===== src/hdl/vlmq_pkg.sv =====
// Shared types, constants and helper functions of the message queue space manager.
package vlmq_pkg;

  // Buffer geometry.
  localparam int BUF_BYTES    = 4096;
  localparam int HEADER_BYTES = 4;
  localparam int ALIGN_BYTES  = 4;
  localparam int COUNT_MAX    = 1023;

  // Headers always start on a four-byte boundary, so the header store holds one entry per slot.
  localparam int SLOT_SHIFT = 2;
  localparam int RAM_DEPTH  = BUF_BYTES >> SLOT_SHIFT;
  localparam int ADDR_W     = $clog2(RAM_DEPTH);
  localparam int POS_W      = ADDR_W + SLOT_SHIFT;

  // Field and datapath widths.
  localparam int HDR_W  = 13;
  localparam int QB_W   = 13;
  localparam int SIZE_W = 12;
  localparam int CNT_W  = 10;
  localparam int OFF_W  = 14;

  typedef enum logic [1:0] {
    REQ_PUT   = 2'd0,
    REQ_PEEK  = 2'd1,
    REQ_PURGE = 2'd2,
    REQ_NOP   = 2'd3
  } req_e;

  typedef enum logic [1:0] {
    ST_OK    = 2'd0,
    ST_FULL  = 2'd1,
    ST_EMPTY = 2'd2,
    ST_ZERO  = 2'd3
  } status_e;

  typedef enum logic {
    ALU_ADD = 1'b0,
    ALU_SUB = 1'b1
  } alu_op_e;

  typedef struct packed {
    alu_op_e          op;
    logic [OFF_W-1:0] a;
    logic [OFF_W-1:0] b;
  } alu_req_t;

  typedef struct packed {
    logic              we;
    logic [ADDR_W-1:0] addr;
    logic [HDR_W-1:0]  wdata;
  } ram_req_t;

  typedef struct packed {
    status_e           status;
    logic [SIZE_W-1:0] data_offset;
    logic [SIZE_W-1:0] head_size;
    logic [CNT_W-1:0]  msg_count;
  } result_t;

  // Bytes taken by a message of n payload bytes: header plus payload padded to the alignment.
  function automatic logic [OFF_W-1:0] hdr_span(input logic [OFF_W-1:0] n);
    logic [OFF_W-1:0] t;
    t = n + OFF_W'(HEADER_BYTES + ALIGN_BYTES - 1);
    return t & ~OFF_W'(ALIGN_BYTES - 1);
  endfunction

endpackage


===== src/hdl/vlmq_alu.sv =====
// Shared adder and subtractor used by the arithmetic steps of the sequencer.
module vlmq_alu
  import vlmq_pkg::*;
(
  input  alu_req_t         req_i,
  output logic [OFF_W-1:0] res_o,
  output logic             borrow_o
);

  logic [OFF_W:0] sum;

  always_comb begin
    unique case (req_i.op)
      ALU_ADD: sum = {1'b0, req_i.a} + {1'b0, req_i.b};
      ALU_SUB: sum = {1'b0, req_i.a} - {1'b0, req_i.b};
      default: sum = '0;
    endcase
  end

  // For a subtraction the top bit is set exactly when a is less than b.
  assign res_o    = sum[OFF_W-1:0];
  assign borrow_o = sum[OFF_W];

endmodule


===== config.mk =====
export PLATFORM = sky130hd
export DESIGN_NAME = vlmq_alu
export DESIGN_NICKNAME = d
export VERILOG_FILES = /design/src/hdl/vlmq_pkg.sv /design/src/hdl/vlmq_alu.sv
export SDC_FILE = /design/constraint.sdc
export NUM_CORES = 1
export LEC_CHECK = 0
export ABC_AREA = 1
export BUFFER_PORTS_ARGS = -buffer_cell sky130_fd_sc_hd__buf_4
export CAP_MARGIN = 10
export CORE_MARGIN = 2
export CORE_UTILIZATION = 40
export DETAILED_ROUTE_END_ITERATION = 10
export GPL_TIMING_DRIVEN = 0
export PLACE_DENSITY = 0.79
export SYNTH_ARGS = -nofsm -noshare
export SYNTH_HDL_FRONTEND = slang
export SYNTH_SLANG_ARGS = --single-unit
export TNS_END_PERCENT = 5

===== constraint.sdc =====
create_clock -name vclk -period 3.4
set_clock_uncertainty 0.2 [all_clocks]
set_input_delay 0.85 -clock vclk [all_inputs]
set_output_delay 0.85 -clock vclk [all_outputs]
set_load 0.005 [all_outputs]

==> metrics <==
run status complete, but fails checks; failing checks setup timing; DRT antenna net count 0; HPWL after detailed placement 2.98 mm; vias in the first global route 1618; share of layout cells above drive strength 1 40.8%; register area 0 um^2; overall routing resource usage 21.8%; Commonest cells post-synth 104 x nand2_1, 52 x inv_1, 28 x nor2_1; Worst Path Buf+Inv 4; Crit Path Max Fanout 4; Seq/Total Area, Yosys 0%; dominant cell type by area after synthesis nand2_1; Filler cells 273; Site Rows 20; Design Area, Final 2180 um^2; Die Ht 61.8 um; syn nets 313; hold-fix buffers at CTS 0; Max Slew Vio Count 0; initial antenna violation count 0; Internal Power 0.000232 W; Worst-Margin Slew 0.301 ns; num sequential 0; cells taking the most area after synthesis nand2_1 29%, inv_1 15%, ha_1 14%; Avg Cell Area, Syn 4.98 um^2; Net Sw Frac 51.9%; Worst Path Required 2.35 ns; placed insts 356; total net switching power 0.000251 W; count leader, synth nand2_1; Area after DPL 1810 um^2; post-synth top area share 29.2%; Crit. End Element primary output; Worst EP arrival 2.79 ns; Inserted Diodes 0; CP Class input pin to primary output; CP top delay family simple AND/OR/NAND/NOR gates; die area 3820 um^2; Pwr per Cell Area 222 nW/um^2; RD Place Congestion 0.875; drt via density 4.83; area of the multi-input gates 1410 um^2; Final min period 3.84 ns; DR iter-0 viols 78; largest net degree at the start of global routing 11; Max Fclk 0.260 GHz; IO Count 44; drt drc 0; WL per Instance 11.3 um; total power 0.000483 W; Worst setup SP type input pin; first-pass GRT wire length 6.52 mm; final hold violation count 0; pre-CTS WS -0.477 ns; peak supply drop 0.000107 V; Layout clock buffers 0; max-slew headroom at the worst pin 79.8%; synthesis-to-finish area growth 63.1%; GR Overflow Total 0; cells after synthesis 268; fin worst setup slack -0.445 ns; Reg power frac 0%; Yosys warning total 0; Core Box Area 3100 um^2; ratio of final minimum period to clock period 113%; worst hold-check path type input pin to primary output; Non-Filler Instances 370; worst-path cell chain buf_4, inv_1, nand3_2, nand2_2, nand4_1, xnor2_2, ha_2, nand2_4, inv_2, nand2_2, nor3_2, nand2_2, nand2_1, nand2_1, nand2_1, buf_6; port bufs 44; CP max-delay cell ha_2; Clock power frac 0%; Final nets 373; leakage 1.21 nW; max cap viols 0; RSZ-0062 raised after global routing true; Starting Density 43.0%; crit-path max cell delay 0.40 ns; final WL 4.16 mm; Post-Syn Area 1340 um^2; Comb pwr share 100.0%; Die W 61.8 um; vias 1786; Synth cell types 24; # setup viols final 12; first drt pass iteration count 4
[cell type report]
class                           instances  share of cell area (%)
Buffer                                  2                   0.747
Timing Repair Buffer                   58                    21.3
Multi-Input combinational cell        210                    64.7
Tap cell                               44                    2.53
Inverter                               56                    10.7
[metrics by stage]
stage          utilization, %  setup TNS [ns]  hold slack [ns]
2_1_floorplan               -          -0.152             1.64
3_3_place_gp             58.2           -4.65             1.86
3_5_place_dp             58.2           -4.86             1.85
4_1_cts                  65.5           -2.88             1.86
5_1_grt                  70.2           -5.95             1.87
6_report                 70.2           -4.38             1.86
[cells in the final DEF, fill, tap and decap left out, types with 4 or more instances in the layout]
master,instances
buf_4,54
nor2_4,4
nand3_1,15
xnor2_1,4
ha_4,9
nand2_2,20
inv_2,9
ha_1,5
nor2_2,8
a21oi_2,5
nor2_1,20
nand2_1,84
xor2_1,7
inv_1,44
nand2_4,4
[tightest hold or removal path: stages]
cell and delay, ns:
buf_4 0.10, fa_1 0.16, buf_4 0.10
[power groups by stage]
stage                     logic [W]  registers [W]  clock network [W]
after floorplan            0.000234              0                  0
after global placement     0.000373              0                  0
after global routing       0.000531              0                  0
after CTS                  0.000426              0                  0
final                      0.000483              0                  0
after detailed placement   0.000380              0                  0
[kinds of logic after synthesis]
kind of cell    after synthesis  synth area share (%)
simple gates                167                  53.8
xor+xnor                     12                  7.87
fa+ha+maj                    16                  15.6
compound gates               15                  6.37
buf+inv                      58                  16.4
[per-layer routing]
| layer | part of all wire (%) | vias up | global-route usage, % | routed length (um) |
|---|---|---|---|---|
| met3 | 3.7 | 4 | 1.45 | 152 |
| met2 | 54 | 45 | 43.2 | 2240 |
| met4 | 0.65 | 0 | 2.13 | 27 |
| li1 | - | 924 | - | - |
| met1 | 42 | 813 | 26.3 | 1740 |
| met5 | 0 | - | 0 | 0 |
[timing repair]
item,4_1_cts,5_1_grt
endpoints found under the hold margin,0,0
resized for setup,41,27
cloned,0,0
setup buffers,9,5
endpoints found under the setup margin,13,12
pin swaps,24,21
[path summary, 6_finish.rpt]
kind | startpoint | endpoint | cells past startpoint
setup / recovery | req_i[2] | borrow_o | 16
hold / removal | req_i[15] | res_o[1] | 3
Power figures use the tool's default switching activity.
