`src/hdl/vlmq_ram.sv`:
```
// Generic single-port RAM with registered read data.
module vlmq_ram #(
  parameter int WIDTH = 8,
  parameter int DEPTH = 16
) (
  input  logic                     clk_i,
  input  logic                     we_i,
  input  logic [$clog2(DEPTH)-1:0] addr_i,
  input  logic [WIDTH-1:0]         wdata_i,
  output logic [WIDTH-1:0]         rdata_o
);

  logic [WIDTH-1:0] mem_q [DEPTH];
  logic [WIDTH-1:0] rdata_q;

  always_ff @(posedge clk_i) begin
    if (we_i) begin
      mem_q[addr_i] <= wdata_i;
    end
    rdata_q <= mem_q[addr_i];
  end

  assign rdata_o = rdata_q;

endmodule

```
`config.mk`:
```
export PLATFORM = sky130hd
export DESIGN_NAME = vlmq_ram
export DESIGN_NICKNAME = d
export VERILOG_FILES = /design/src/hdl/vlmq_ram.sv
export SDC_FILE = /design/constraint.sdc
export NUM_CORES = 1
export LEC_CHECK = 0
export ABC_AREA = 1
export BUFFER_PORTS_ARGS = -buffer_cell sky130_fd_sc_hd__buf_2
export CORE_MARGIN = 10
export CORE_UTILIZATION = 35
export DETAILED_ROUTE_END_ITERATION = 6
export HOLD_SLACK_MARGIN = 0.08
export SLEW_MARGIN = 20
export SYNTH_ARGS = -nofsm -noshare
export SYNTH_HDL_FRONTEND = slang
export SYNTH_SLANG_ARGS = --single-unit
```
`constraint.sdc`:
```
create_clock -name clk_i -period 2.9 [get_ports clk_i]
set_input_delay 0 -clock clk_i [delete_from_list [all_inputs] [get_ports clk_i]]
set_output_delay 0 -clock clk_i [all_outputs]
set_load 0.005 [all_outputs]
```
==> impl_results.md, run 1 <==
* Final Max Slew Viols at 0
* Die Wd at 146 um
* Synth top area share at 0.687
* Mux cell area share after synthesis at 0
* Setup crit end kind: register
* # fillers at 1,538
* Metal3 WL at 521 um
* DRC Markers at 0
* Sum Neg Setup Slack at 0 ns
* CP max FO at 33
* Ys Warns at 0
* Vias post-DR at 3,630
* Adder-cell area share of the yosys netlist at 0
* Wire length per cell at 15.6 um
* Final setup violation count at 0
* Num CTS Buffers at 17
* Slowest cell on the critical path: nor2_1
* Top routing layer used: met4
* CTS max path bufs at 2
* Post-Route WL at 12,600 um
* FF-to-FF Start: mem_q[7][5]
* XOR/XNOR Fraction of Synth Area at 0
* Static leakage at 0.00276 uW
* Power, Total at 4570 uW
* Number of H-tree levels at 4
* Final ANT Viol Nets at 0
* Seq cells post-synth at 136
* CP arrival at 1.59 ns
* Hold path startpoint: addr_i[2]
* Post-DP HPWL at 8150 um
* First-pass GRT wire length at 19,900 um
* Largest area contributor in the netlist: edfxtp_1
* Post-CTS Resized at 0
* Compound-gate portion of the synthesized area at 0
* Number of global-route vias before repair at 3,669
* FF-to-FF path depth at 8
* Synth-to-Final Area Change at 17.2%
* Layout cells sized above 1 at 0.0978
* Max_cap viols at 0
* Mapped Cells at 548
* Req. time, crit path at 2.95 ns
* Reg2reg setup slack at 1.86 ns
* Fin. Hold Viols at 0
* Antenna Cells at 0
* RD Place Congestion at 0.848
* I/O Pins at 22
* Core box area at 0.0158 mm2
* Syn Nets at 562
* HP Class: input port to register
* Worst Hold Path Cells at 6
* Initial drt markers at 332
* DIE AREA at 0.0214 mm2
* Multi-input gate area at 0.00139 mm2
* Hold Path Sink: rdata_o[7]
* Drt first pass iters at 5
* Num rows at 46
* Least-Margin Pin Slew at 0.721 ns
* Reg area at 0.00400 mm2
* RSZ-0062 raised after global routing: no
* P per Cell Area at 698 mW/mm2
* Initial antenna violation count at 0
* Reg2reg end: rdata_o[5]
* Post-synthesis sequential area ratio at 0.716
* Final #Nets at 594
* CTS tree: built
* Largest net degree at the start of global routing at 47
* # clock sinks at 136
* Slew headroom at 0.517
* Die extent in y at 146 um
* Startpoint Class: input port
* Leading post-synthesis cells by cell area: edfxtp_1 (69%), nand2_1 (23%), dfxtp_1 (2.9%)
* Met1 Wirelength at 5930 um
* Cell Area, Synth at 0.00559 mm2
* Crit-path max cell delay at 0.59 ns
* Syn_area_per_cell at 10.2 um2
* Worst skew pair latency at 0.43 ns
* Root Driver: clkbuf_16
* Simple logic cell fraction of the synthesized area at 0.248
* Peak Freq at 0.648 GHz
* Critical-path cell list: buf_2 -> inv_2 -> buf_4 -> nand3_1 -> nor2_1
* Gr usage total at 0.123
* Clock Pin Slew Worst Setup and Hold Paths at 0.06 ns
* Largest family of logic cells by synthesized area: simple AND/OR/NAND/NOR gates
* Final worst-path cycle share at 0.533
* Starting density of the core at 0.355
* Setup Skew at 0.0116 ns
* Fin crit period at 1.54 ns
* Routed wl met2 at 5910 um
* Crit Path Class: input port to register
* Final global-route overflow total at 0
* Via density at 4.49
* I/O Buffers at 21
* Status: complete, no violations
* Post-synthesis cell type count at 11
* Worst VDD drop at 435 uV
## report_power, final
group          internal [uW]  total [uW]  switching, uW
Combinational           74.9         266            192
Sequential              2200        2210           12.3
Clock                   1300        2100            794
Total                   3580        4570            998
## cell families after synthesis
group,count (synthesis)
buf+inv,44
flops,136
simple gates,368
## sequential cells by signal (all words and copies together), names as in the netlist
signal   cells
mem_q      128
rdata_o      8
## metal layers
metal  vias up  global-route usage
met5         -                   0
met4         0              0.0531
met3        20              0.0358
met2        92               0.194
met1      1703               0.153
li1       1815                   -
## synth_stat cells (all sizes together)
library cell and number:
nand2 346, edfxtp 128, inv 22, buf 18, nor2 18, dfxtp 8, nand3 4, clkbuf 3
clkinv 1
## through the flow
step / setup WS [ns] / util / cell area (um2) / hold WS (ns) / instances
floorplan: 1.52 / - / 5590 / 0.0989 / 548
global placement: 0.967 / 0.373 / 5890 / 0.383 / 769
detailed placement: 0.901 / 0.373 / 5890 / 0.387 / 769
CTS: 1.35 / 0.416 / 6550 / 0.0861 / 809
global route: 1.24 / 0.416 / 6550 / 0.139 / 809
finish: 1.36 / 0.416 / 6550 / 0.0978 / 809
## worst max-delay path by stage
stage | from | end | slack [ns] | cells past startpoint
3_3_place_gp | addr_i[0] | mem_q[0][2] | 0.97 | 5
4_1_cts | addr_i[0] | mem_q[8][3] | 1.35 | 5
3_5_place_dp | addr_i[0] | mem_q[8][6] | 0.90 | 5
6_report | addr_i[0] | mem_q[0][2] | 1.36 | 5
5_1_grt | addr_i[0] | mem_q[8][3] | 1.24 | 5
2_1_floorplan | addr_i[1] | mem_q[3][0] | 1.52 | 4
## timing repair
| action | CTS | global route |
|---|---|---|
| hold endpoints to repair | 128 | 0 |
| buffers inserted | 0 | 0 |
| hold buffers | 8 | 0 |
## area by class of cell
| cell class | instances | area share |
|---|---|---|
| sequential | 136 | 0.611 |
| multi-input combinational | 368 | 0.212 |
| clock buffer | 20 | 0.0697 |
| tap | 216 | 0.0412 |
| timing repair buffer | 34 | 0.0340 |
| clock inverter | 12 | 0.0193 |
| inverter | 23 | 0.0132 |
## placed cells by master (no fill, tap or decap), types with 5 or more instances in the layout
cell type,count
buf_2,21
buf_4,5
clkbuf_16,17
clkinvlp_4,5
dfxtp_1,8
dlygate4sd3_1,8
edfxtp_1,128
inv_1,21
nand2_1,346
nor2_1,18
## critical path: cells and delay by family
kind	cells	cell delay (ns)
and+or+nand+nor	2	0.89
buffers and inverters	3	0.68
(Power assumes the default switching activity.)
==> inputs of run 2 (changes only) <==
clock period = 1.5 ns   (was 2.9 ns; I/O delays follow)
==> run 2 against run 1 <==
- sequential share of layout area is 1.6 points lower
- sequential power is 94% higher
- total power is 93% higher
- clock skew is 0.0068 ns lower
- core utilization is 1.1 points higher
- via count is 1.9% higher
- clock-buffer cell count is 4 higher
- clock power is 90% higher
- non-clock buffer count is 23 higher
- largest power group unchanged
- highest routed layer unchanged
==> impl_results.md, run 2 (synthesis gave the netlist of run 1 again) <==
* Final ANT Viol Nets at 0 (unchanged)
* RSZ-0062 raised after global routing: no
* Final Util at 0.427 (+0.0114)
* Post-Route WL at 12,500 um (-0.67%)
* Reg2reg setup slack at 0.48 ns (-1.38 ns)
* Via density at 4.45 (-0.92%)
* Least-Margin Pin Slew at 0.404 ns (-0.318 ns)
* Worst skew pair latency at 0.41 ns (-0.02 ns)
* Start point of the critical path: mem_q[7][1]
* Clock Pin Slew Worst Setup and Hold Paths at 0.05 ns (about the same)
* Worst VDD drop at 808 uV (+86%)
* Most common cell after layout, fill and taps aside: nand2_1
* Starting density of the core at 0.355 (unchanged)
* Gr usage total at 0.121 (-0.00151)
* Slowest cell on the critical path: edfxtp_1
* Core box area at 0.0158 mm2 (unchanged)
* P per Cell Area at 1310 mW/mm2 (+87%)
* Die Wd at 146 um (unchanged)
* CTS max path bufs at 2 (unchanged)
* Antenna Cells at 0 (unchanged)
* # clock sinks at 136 (unchanged)
* CP max FO at 1 (-97%)
* Post-DP HPWL at 7900 um (-3.1%)
* Post-CTS Resized at 0 (unchanged)
* Crit Path Class: register to register
* Final worst-path cycle share at 0.681
* Top reg by flops: mem_q
* Num rows at 46 (unchanged)
* HP Class: input port to register
* Final global-route overflow total at 0 (unchanged)
* Peak Freq at 0.980 GHz
* Reg2reg end: rdata_o[1]
* Number of global-route vias before repair at 3,666 (-0.082%)
* CP arrival at 1.32 ns (-0.27 ns)
* Setup crit end kind: register
* I/O Buffers at 21 (unchanged)
* First-pass GRT wire length at 20,000 um (+0.35%)
* Setup ws final at 0.479 ns (-0.876 ns)
* FF-to-FF path depth at 8 (unchanged)
* Sum Neg Setup Slack at 0 ns (unchanged)
* Final #Nets at 617 (+3.9%)
* DIE AREA at 0.0214 mm2 (unchanged)
* Critical-path cell list: nand2_1 -> nand2_1 -> nand2_1 -> nand2_1 -> nand2_1 -> nand2_1 -> inv_1 -> nand2_1
* DRC Markers at 0 (unchanged)
* Initial drt markers at 323 (-2.7%)
* Final setup violation count at 0 (unchanged)
* Static leakage at 0.00289 uW (+4.9%)
* Root Driver: clkbuf_16
* Largest net degree at the start of global routing at 33 (-30%)
* Num CTS Buffers at 17 (unchanged)
* Wire length per cell at 15.0 um (-3.4%)
* I/O Pins at 22 (unchanged)
* Synth-to-Final Area Change at 20.4%
* Max reg flops at 128 (unchanged)
* Status: complete, no violations
* Fin. Hold Viols at 0 (unchanged)
* Initial antenna violation count at 0 (unchanged)
* Commonest non-fill, non-tap cells in the layout: nand2_1 (346), edfxtp_1 (128), buf_4 (27)
* Setup Skew at 0.00485 ns (-0.00680 ns)
* Fin crit period at 1.02 ns
* Top cell by count, worst path: nand2_1
* Req. time, crit path at 1.80 ns (-1.15 ns)
* Max_cap viols at 0 (unchanged)
* Die extent in y at 146 um (unchanged)
* Crit-path max cell delay at 0.38 ns (-0.21 ns)
* Post-CTS setup buffers at 0 (unchanged)
* Pre-CTS setup slack at 0.384 ns (-0.517 ns)
* Slew headroom at 0.731 (+0.214)
* Drt first pass iters at 4 (-1)
* FF-to-FF Start: mem_q[7][1]
* CTS tree: built
* Layout cells sized above 1 at 0.127 (+0.0288)
* Vias post-DR at 3,699 (+1.9%)
* Number of H-tree levels at 4 (unchanged)
* Final Max Slew Viols at 0 (unchanged)
* RD Place Congestion at 0.819 (-3.4%)
* CP Capture Point: rdata_o[1]
* Startpoint Class: register
-- run 2: worst max-delay path: cells and delay by family, from the launching register on --
kind	cells	cell delay (ns)
buffers and inverters	1	0.07
flip-flops	1	0.38
AND/OR/NAND/NOR	7	0.48
-- run 2: repair_timing --
item,in CTS,in global routing
setup endpoints to repair,0,0
hold buffers,8,0
endpoints found under the hold margin,128,0
-- run 2: how the worst min path moves through the flow --
stage                     startpoint          end  slack [ns]  depth (start not counted)
final                      addr_i[3]   rdata_o[5]        0.19                          7
after global routing       addr_i[2]   rdata_o[6]        0.24                          7
after CTS                  addr_i[3]   rdata_o[5]        0.19                          7
after detailed placement  rdata_o[4]   rdata_o[4]        0.39                          1
after global placement    rdata_o[0]   rdata_o[0]        0.39                          1
after floorplan           wdata_i[0]  mem_q[0][0]         0.1                          0
-- run 2: layer usage --
metal,vias to the layer above,routed length (um),global-route usage,part of all wire
met5,-,0,0,0
met4,0,182,0.0460,0.015
met3,10,691,0.0278,0.055
met2,87,6030,0.199,0.48
met1,1744,5610,0.152,0.45
li1,1858,-,-,-
-- run 2: where the power goes --
group	switching, uW	leakage, uW	internal, uW
Sequential	25.5	0.00122	4250
Combinational	364	0.00139	169
Clock	1430	0.000284	2570
-- run 2: metrics by stage --
step | hold WS [ns] | instances | power (uW) | instance area [um2]
after floorplan | 0.0989 | 548 | 4640 | 5590
after global placement | 0.391 | 792 | 4870 | 6070
after detailed placement | 0.391 | 792 | 4880 | 6070
after CTS | 0.191 | 832 | 8880 | 6730
after global routing | 0.238 | 832 | 9150 | 6730
final | 0.195 | 832 | 8810 | 6730
-- run 2: area by class of cell --
class | count | area, um2
Clock buffer | 24 | 482
Inverter | 23 | 86.3
Multi-Input combinational cell | 368 | 1390
Tap cell | 216 | 270
Fill cell | 1539 | 9040
Timing Repair Buffer | 57 | 408
Sequential cell | 136 | 4000
Clock inverter | 8 | 96.3
