`config.mk`:
```
export PLATFORM = sky130hd
export DESIGN_NAME = vlmq_ctrl
export DESIGN_NICKNAME = d
export VERILOG_FILES = /design/src/hdl/vlmq_pkg.sv /design/src/hdl/vlmq_ctrl.sv
export SDC_FILE = /design/constraint.sdc
export NUM_CORES = 1
export LEC_CHECK = 0
export ABC_AREA = 1
export BUFFER_PORTS_ARGS = -buffer_cell sky130_fd_sc_hd__buf_2
export CORE_ASPECT_RATIO = 1.4
export CORE_UTILIZATION = 49
export CTS_BUF_LIST = sky130_fd_sc_hd__clkbuf_2
export DETAILED_ROUTE_END_ITERATION = 16
export PLACE_DENSITY = 0.73
export SLEW_MARGIN = 20
export SYNTH_ARGS = -nofsm -noshare
export SYNTH_HDL_FRONTEND = slang
export SYNTH_SLANG_ARGS = --single-unit
```
`constraint.sdc`:
```
create_clock -name clk_i -period 4.3 [get_ports clk_i]
set_input_delay 0.215 -clock clk_i [delete_from_list [all_inputs] [get_ports clk_i]]
set_output_delay 0.215 -clock clk_i [all_outputs]
set_load 0.01 [all_outputs]
```
`src/hdl/vlmq_pkg.sv`:
```
// Shared types, constants and helper functions of the message queue space manager.
package vlmq_pkg;

  // Buffer geometry.
  localparam int BUF_BYTES    = 4096;
  localparam int HEADER_BYTES = 4;
  localparam int ALIGN_BYTES  = 4;
  localparam int COUNT_MAX    = 1023;

  // Headers always start on a four-byte boundary, so the header store holds one entry per slot.
  localparam int SLOT_SHIFT = 2;
  localparam int RAM_DEPTH  = BUF_BYTES >> SLOT_SHIFT;
  localparam int ADDR_W     = $clog2(RAM_DEPTH);
  localparam int POS_W      = ADDR_W + SLOT_SHIFT;

  // Field and datapath widths.
  localparam int HDR_W  = 13;
  localparam int QB_W   = 13;
  localparam int SIZE_W = 12;
  localparam int CNT_W  = 10;
  localparam int OFF_W  = 14;

  typedef enum logic [1:0] {
    REQ_PUT   = 2'd0,
    REQ_PEEK  = 2'd1,
    REQ_PURGE = 2'd2,
    REQ_NOP   = 2'd3
  } req_e;

  typedef enum logic [1:0] {
    ST_OK    = 2'd0,
    ST_FULL  = 2'd1,
    ST_EMPTY = 2'd2,
    ST_ZERO  = 2'd3
  } status_e;

  typedef enum logic {
    ALU_ADD = 1'b0,
    ALU_SUB = 1'b1
  } alu_op_e;

  typedef struct packed {
    alu_op_e          op;
    logic [OFF_W-1:0] a;
    logic [OFF_W-1:0] b;
  } alu_req_t;

  typedef struct packed {
    logic              we;
    logic [ADDR_W-1:0] addr;
    logic [HDR_W-1:0]  wdata;
  } ram_req_t;

  typedef struct packed {
    status_e           status;
    logic [SIZE_W-1:0] data_offset;
    logic [SIZE_W-1:0] head_size;
    logic [CNT_W-1:0]  msg_count;
  } result_t;

  // Bytes taken by a message of n payload bytes: header plus payload padded to the alignment.
  function automatic logic [OFF_W-1:0] hdr_span(input logic [OFF_W-1:0] n);
    logic [OFF_W-1:0] t;
    t = n + OFF_W'(HEADER_BYTES + ALIGN_BYTES - 1);
    return t & ~OFF_W'(ALIGN_BYTES - 1);
  endfunction

endpackage

```
`src/hdl/vlmq_ctrl.sv`:
```
// Request sequencer holding the ring pointers, message count and per-request work registers.
module vlmq_ctrl
  import vlmq_pkg::*;
(
  input  logic              clk_i,
  input  logic              rst_ni,
  input  logic              in_valid_i,
  output logic              in_stall_o,
  input  logic [1:0]        req_type_i,
  input  logic [SIZE_W-1:0] msg_size_i,
  input  logic [QB_W-1:0]   q_bytes_i,
  output logic              res_valid_o,
  input  logic              res_ready_i,
  output result_t           res_o,
  output ram_req_t          ram_req_o,
  input  logic [HDR_W-1:0]  ram_rdata_i,
  output alu_req_t          alu_req_o,
  input  logic [OFF_W-1:0]  alu_res_i,
  input  logic              alu_borrow_i
);

  typedef enum logic [3:0] {
    S_IDLE, S_P_EMPTY, S_P_OFF, S_P_HD, S_P_FIT, S_P_GAP, S_P_GN, S_P_HN,
    S_P_MK, S_P_COMMIT, S_PK, S_G_STEP, S_G_NH4, S_G_CMP, S_G_RD, S_DONE
  } state_e;

  state_e            state_q, state_d;
  logic [SIZE_W-1:0] size_q, size_d;
  logic [OFF_W-1:0]  need_q, need_d;
  logic [OFF_W-1:0]  off_q, off_d;
  logic [OFF_W-1:0]  acc_q, acc_d;
  logic [POS_W-1:0]  head_q, head_d;
  logic [POS_W-1:0]  tail_q, tail_d;
  logic [CNT_W-1:0]  count_q, count_d;
  status_e           status_q, status_d;
  logic [SIZE_W-1:0] doff_q, doff_d;
  logic [SIZE_W-1:0] hsize_q, hsize_d;

  logic [OFF_W-1:0]  q_ext, head_ext, tail_ext, rd_ext;

  assign q_ext    = OFF_W'(q_bytes_i);
  assign head_ext = OFF_W'(head_q);
  assign tail_ext = OFF_W'(tail_q);
  assign rd_ext   = OFF_W'(ram_rdata_i);

  always_comb begin
    state_d     = state_q;
    size_d      = size_q;
    need_d      = need_q;
    off_d       = off_q;
    acc_d       = acc_q;
    head_d      = head_q;
    tail_d      = tail_q;
    count_d     = count_q;
    status_d    = status_q;
    doff_d      = doff_q;
    hsize_d     = hsize_q;
    res_valid_o = 1'b0;
    ram_req_o   = '{we: 1'b0, addr: head_q[POS_W-1:SLOT_SHIFT], wdata: '0};
    alu_req_o   = '{op: ALU_ADD, a: '0, b: '0};

    unique case (state_q)
      S_IDLE: begin
        // The header read for the new request starts in the accept cycle.
        if (req_type_i == REQ_PUT) begin
          ram_req_o.addr = tail_q[POS_W-1:SLOT_SHIFT];
        end
        if (in_valid_i) begin
          status_d = ST_OK;
          doff_d   = '0;
          hsize_d  = '0;
          size_d   = msg_size_i;
          need_d   = hdr_span(OFF_W'(msg_size_i));
          unique case (req_e'(req_type_i))
            REQ_PUT: begin
              if (msg_size_i == '0) begin
                status_d = ST_ZERO;
                state_d  = S_DONE;
              end else if (count_q == '0) begin
                state_d = S_P_EMPTY;
              end else begin
                state_d = S_P_OFF;
              end
            end
            REQ_PEEK: begin
              if (count_q == '0) begin
                status_d = ST_EMPTY;
                state_d  = S_DONE;
              end else begin
                state_d = S_PK;
              end
            end
            REQ_PURGE: begin
              if (count_q == '0) begin
                status_d = ST_EMPTY;
                state_d  = S_DONE;
              end else begin
                state_d = S_G_STEP;
              end
            end
            REQ_NOP: state_d = S_DONE;
            default: state_d = S_DONE;
          endcase
        end
      end

      S_P_EMPTY: begin
        head_d    = '0;
        alu_req_o = '{op: ALU_SUB, a: q_ext, b: need_q};
        if (alu_borrow_i) begin
          status_d = ST_FULL;
          state_d  = S_DONE;
        end else begin
          off_d   = '0;
          state_d = S_P_COMMIT;
        end
      end

      S_P_OFF: begin
        alu_req_o = '{op: ALU_ADD, a: tail_ext, b: hdr_span(rd_ext)};
        off_d     = alu_res_i;
        state_d   = S_P_HD;
      end

      S_P_HD: begin
        alu_req_o = '{op: ALU_SUB, a: head_ext, b: off_q};
        acc_d     = alu_res_i;
        state_d   = alu_borrow_i ? S_P_GAP : S_P_FIT;
      end

      S_P_FIT: begin
        alu_req_o = '{op: ALU_SUB, a: acc_q, b: need_q};
        if (alu_borrow_i) begin
          status_d = ST_FULL;
          state_d  = S_DONE;
        end else begin
          state_d = S_P_COMMIT;
        end
      end

      S_P_GAP: begin
        alu_req_o = '{op: ALU_SUB, a: q_ext, b: off_q};
        acc_d     = alu_borrow_i ? '0 : alu_res_i;
        state_d   = S_P_GN;
      end

      S_P_GN: begin
        alu_req_o = '{op: ALU_SUB, a: acc_q, b: need_q};
        state_d   = alu_borrow_i ? S_P_HN : S_P_COMMIT;
      end

      S_P_HN: begin
        alu_req_o = '{op: ALU_SUB, a: head_ext, b: need_q};
        if (alu_borrow_i) begin
          status_d = ST_FULL;
          state_d  = S_DONE;
        end else begin
          state_d = S_P_MK;
        end
      end

      S_P_MK: begin
        // A wrap marker goes in only when the tail gap is larger than one header.
        ram_req_o = '{we: (acc_q > OFF_W'(HEADER_BYTES)),
                      addr: off_q[POS_W-1:SLOT_SHIFT], wdata: '0};
        off_d     = '0;
        state_d   = S_P_COMMIT;
      end

      S_P_COMMIT: begin
        if (count_q >= CNT_W'(COUNT_MAX)) begin
          status_d = ST_FULL;
        end else begin
          tail_d    = off_q[POS_W-1:0];
          count_d   = count_q + CNT_W'(1);
          ram_req_o = '{we: 1'b1, addr: off_q[POS_W-1:SLOT_SHIFT],
                        wdata: HDR_W'(size_q)};
          doff_d    = off_q[SIZE_W-1:0] + SIZE_W'(HEADER_BYTES);
        end
        state_d = S_DONE;
      end

      S_PK: begin
        hsize_d = ram_rdata_i[SIZE_W-1:0];
        doff_d  = head_q[SIZE_W-1:0] + SIZE_W'(HEADER_BYTES);
        state_d = S_DONE;
      end

      S_G_STEP: begin
        alu_req_o = '{op: ALU_ADD, a: head_ext, b: hdr_span(rd_ext)};
        off_d     = alu_res_i;
        count_d   = count_q - CNT_W'(1);
        state_d   = S_G_NH4;
      end

      S_G_NH4: begin
        alu_req_o = '{op: ALU_ADD, a: off_q, b: OFF_W'(HEADER_BYTES)};
        acc_d     = alu_res_i;
        state_d   = S_G_CMP;
      end

      S_G_CMP: begin
        alu_req_o = '{op: ALU_SUB, a: acc_q, b: q_ext};
        if (!alu_borrow_i) begin
          head_d  = '0;
          state_d = S_DONE;
        end else if (count_q != '0) begin
          ram_req_o.addr = off_q[POS_W-1:SLOT_SHIFT];
          state_d        = S_G_RD;
        end else begin
          head_d  = off_q[POS_W-1:0];
          state_d = S_DONE;
        end
      end

      S_G_RD: begin
        // A zero-size header at the new head is a wrap marker.
        head_d  = (ram_rdata_i == '0) ? '0 : off_q[POS_W-1:0];
        state_d = S_DONE;
      end

      S_DONE: begin
        res_valid_o = 1'b1;
        if (res_ready_i) begin
          state_d = S_IDLE;
        end
      end

      default: state_d = S_IDLE;
    endcase
  end

  assign in_stall_o = (state_q != S_IDLE);
  assign res_o      = '{status: status_q, data_offset: doff_q, head_size: hsize_q,
                        msg_count: count_q};

  always_ff @(posedge clk_i or negedge rst_ni) begin
    if (!rst_ni) begin
      state_q  <= S_IDLE;
      head_q   <= '0;
      tail_q   <= '0;
      count_q  <= '0;
      size_q   <= '0;
      need_q   <= '0;
      off_q    <= '0;
      acc_q    <= '0;
      status_q <= ST_OK;
      doff_q   <= '0;
      hsize_q  <= '0;
    end else begin
      state_q  <= state_d;
      head_q   <= head_d;
      tail_q   <= tail_d;
      count_q  <= count_d;
      size_q   <= size_d;
      need_q   <= need_d;
      off_q    <= off_d;
      acc_q    <= acc_d;
      status_q <= status_d;
      doff_q   <= doff_d;
      hsize_q  <= hsize_d;
    end
  end

endmodule

```
==> results.md <==
- Layout cells sized above 1: 18.7%
- Vias in the first global route: 7446
- Peak VDD IR: 0.300 mV
- Worst slew margin: 21.7%
- Vias post-DR: 7872
- Die span in y: 145 um
- WP data arrival: 3.39 ns
- Crit path cell chain: nor2_2, nand2_1, nand2_2, inv_1, o311ai_0, buf_2
- Setup Skew: 0.0324 ns
- Initial Utilization: 50.6%
- Largest net degree at the start of global routing: 57
- Fin. Hold Viols: 0
- Element type at the critical path start: flip-flop
- Leakage: 4.58 nW
- Total GRT Usage: 32.4%
- CP Data Required Time: 4.09 ns
- Least-Margin Pin Slew: 1.17 ns
- Final setup violation count: 0
- Fmax achieved: 277 MHz
- Crit end category: output port
- YS warnings: 0
- Routed Antenna Nets: 0
- Dpl ws: 1.50 ns
- Main area contributors after synthesis: dfrtp_1, nand2_1, o21ai_0, inv_1, nand3_1
- RSZ-0062 raised after global routing: false
- CTS tree: yes
- Avg WL per Cell: 17.5 um
- Area leader, netlist: dfrtp_1
- Via/cell ratio: 5.67
- Worst path slowest cell: o311ai_0
- Ys async rst share: 100%
- Seq/Total Area, Yosys: 40.5%
- Sink Count: 115
- Critical path's largest stage delay: 0.56 ns
- Postcts setup bufs: 0
- PD cells: 653 nW/um2
- Deepest clock path buffer count: 2
- Initial antenna violation count: 2
- Num CTS Buffers: 17
- Synth top area share: 40.5%
- DRT iter0 DRCs: 744
- # IOs: 150
- Core area: 14000 um2
- Port Buffers: 148
- Worst skew pair latency: 0.72 ns
- H-tree Lvls: 4
- Largest fanout on the critical path: 24
- Post-synth top flop: dfrtp_1
- Nets@finish: 1255
- Final HPWL DP: 17800 um
- Clk pin slew, worst setup/hold paths: 0.20 ns
- Synth Register Bits: 115
- Pins Over Slew Limit: 0
- Min Clock Period, post-route: 3.61 ns
- Run status: finished, final reports clean
- RePlAce Congestion: 0.919
- Unique masters post-synth: 47
- Post-synthesis area per instance: 7.03 um2
- Synthesized area: 7110 um2
- Syn Inst Count: 1011
- Worst hold slack: 0.0448 ns
- Filler cells: 1344
- Max_cap viols: 0
- Die X: 104 um
- PnR worst setup slack: 0.694 ns
- Synth-to-Final Area Change: 21.5%
- Most frequent cell after synthesis: nand2_1
- WL final: 24200 um
- Final TNS setup: 0 ns
- Pwr Total: 5.64 mW
- Syn nets: 1078
- GRT overflow: 0
- Post-route clock period utilization: 83.9%
- # rows: 51
- First-pass GRT wire length: 37700 um
- CTS root buf: clkbuf_2
- # DRC: 0
- Drt pass-1 iters: 6
- Die area: 15000 um2
- Most common library cells after synthesis: nand2_1, inv_1, o21ai_0
- Hold Path Class: input port to flip-flop
- Critical path class: flip-flop to output port
- Post-synth EDFFs: 0
-- worst max-delay path, delay by kind of cell, from the launching register on --
| kind | cells | cell delay [ns] |
|---|---|---|
| buffers and inverters | 2 | 0.40 |
| flip-flops | 1 | 0.53 |
| AND/OR/NAND/NOR | 3 | 1.20 |
| AO/OA/AOI/OAI | 1 | 0.56 |
-- routing by layer --
metal  part of all wire [%]  vias up  GRT usage [%]
met3                    7.3      113           6.26
met5                      0        -              0
li1                       -     3668              -
met4                    6.2        0           21.7
met1                     37     3646           36.9
met2                     49      445           55.8
-- flip-flops by register name (all words and copies together) (netlist names) --
name	flops
hsize_q	12
off_q	14
tail_q	12
size_q	12
need_q	11
status_q	2
count_q	10
acc_q	14
doff_q	12
state_q	4
head_q	12
-- layout by cell type, fill, tap and decap left out, drive strengths merged, types with 5 or more instances in the layout --
cell type,n
ha,8
nor3,11
clkbuf,17
xor2,5
a21oi,13
nand3,100
o211ai,12
nand4,15
dfrtp,115
a221oi,13
o21ai,136
inv,155
buf,156
o22ai,12
nand2,282
dlygate4sd3,43
nor2,66
-- final timing paths --
path	start	endpoint	slack (ns)	depth (start not counted)
worst max-delay path	state_q[3]$_DFFE_PN0P_	alu_req_o[5]	0.69	6
worst min-delay path	req_type_i[1]	status_q[1]$_DFFE_PN0P_	0.04	5
worst max register to register	state_q[3]$_DFFE_PN0P_	doff_q[10]$_DFFE_PN0P_	1.37	12
worst min register to register	need_q[5]$_DFFE_PN0P_	need_q[5]$_DFFE_PN0P_	0.51	2
max in group asynchronous	rst_ni	doff_q[6]$_DFFE_PN0P_	3.02	3
min in group asynchronous	rst_ni	doff_q[4]$_DFFE_PN0P_	0.12	3
-- report_power, final --
group	leakage [nW]	internal (mW)	switching (mW)
clock	0.146	0.284	0.507
sequential	1.49	1.49	0.321
combinational	2.95	0.966	2.07
total	4.58	2.74	2.90
-- logic make-up after synthesis --
kind of cell               Yosys count  synth area share [%]
muxes                                2                 0.317
AOI/OAI and AO/OA                  211                  17.4
buffers and inverters              189                  10.6
adders and majority gates            8                  1.41
DFF                                115                  40.5
xor gates and xnor gates             6                 0.739
other                                1                0.0527
and+or+nand+nor                    479                  29.0
-- area by class of cell --
cell class / instances / area (um2) / area share [%]
Clock buffer: 17 / 85.1 / 0.985
Tap cell: 185 / 231 / 2.68
Antenna cell: 2 / 5.00 / 0.0579
Multi-Input combinational cell: 707 / 3480 / 40.3
Timing Repair Buffer: 199 / 1230 / 14.3
Clock inverter: 15 / 171 / 1.98
Inverter: 148 / 556 / 6.43
Sequential cell: 115 / 2880 / 33.3
-- stage by stage --
stage                     cell area (um2)  instances  util [%]
after floorplan                      7110       1011         -
after global placement               7950       1311      56.6
after detailed placement             7950       1311      56.6
after CTS                            8630       1386      61.5
after global routing                 8640       1388      61.5
final                                8640       1388      61.5
-- timing repair --
| item | CTS | global route |
|---|---|---|
| setup endpoints to repair | 0 | 0 |
| hold endpoints to repair | 182 | 0 |
| resized for setup | 0 | 0 |
| hold buffers | 43 | 0 |
No activity file was read; power rests on OpenSTA's default activity.
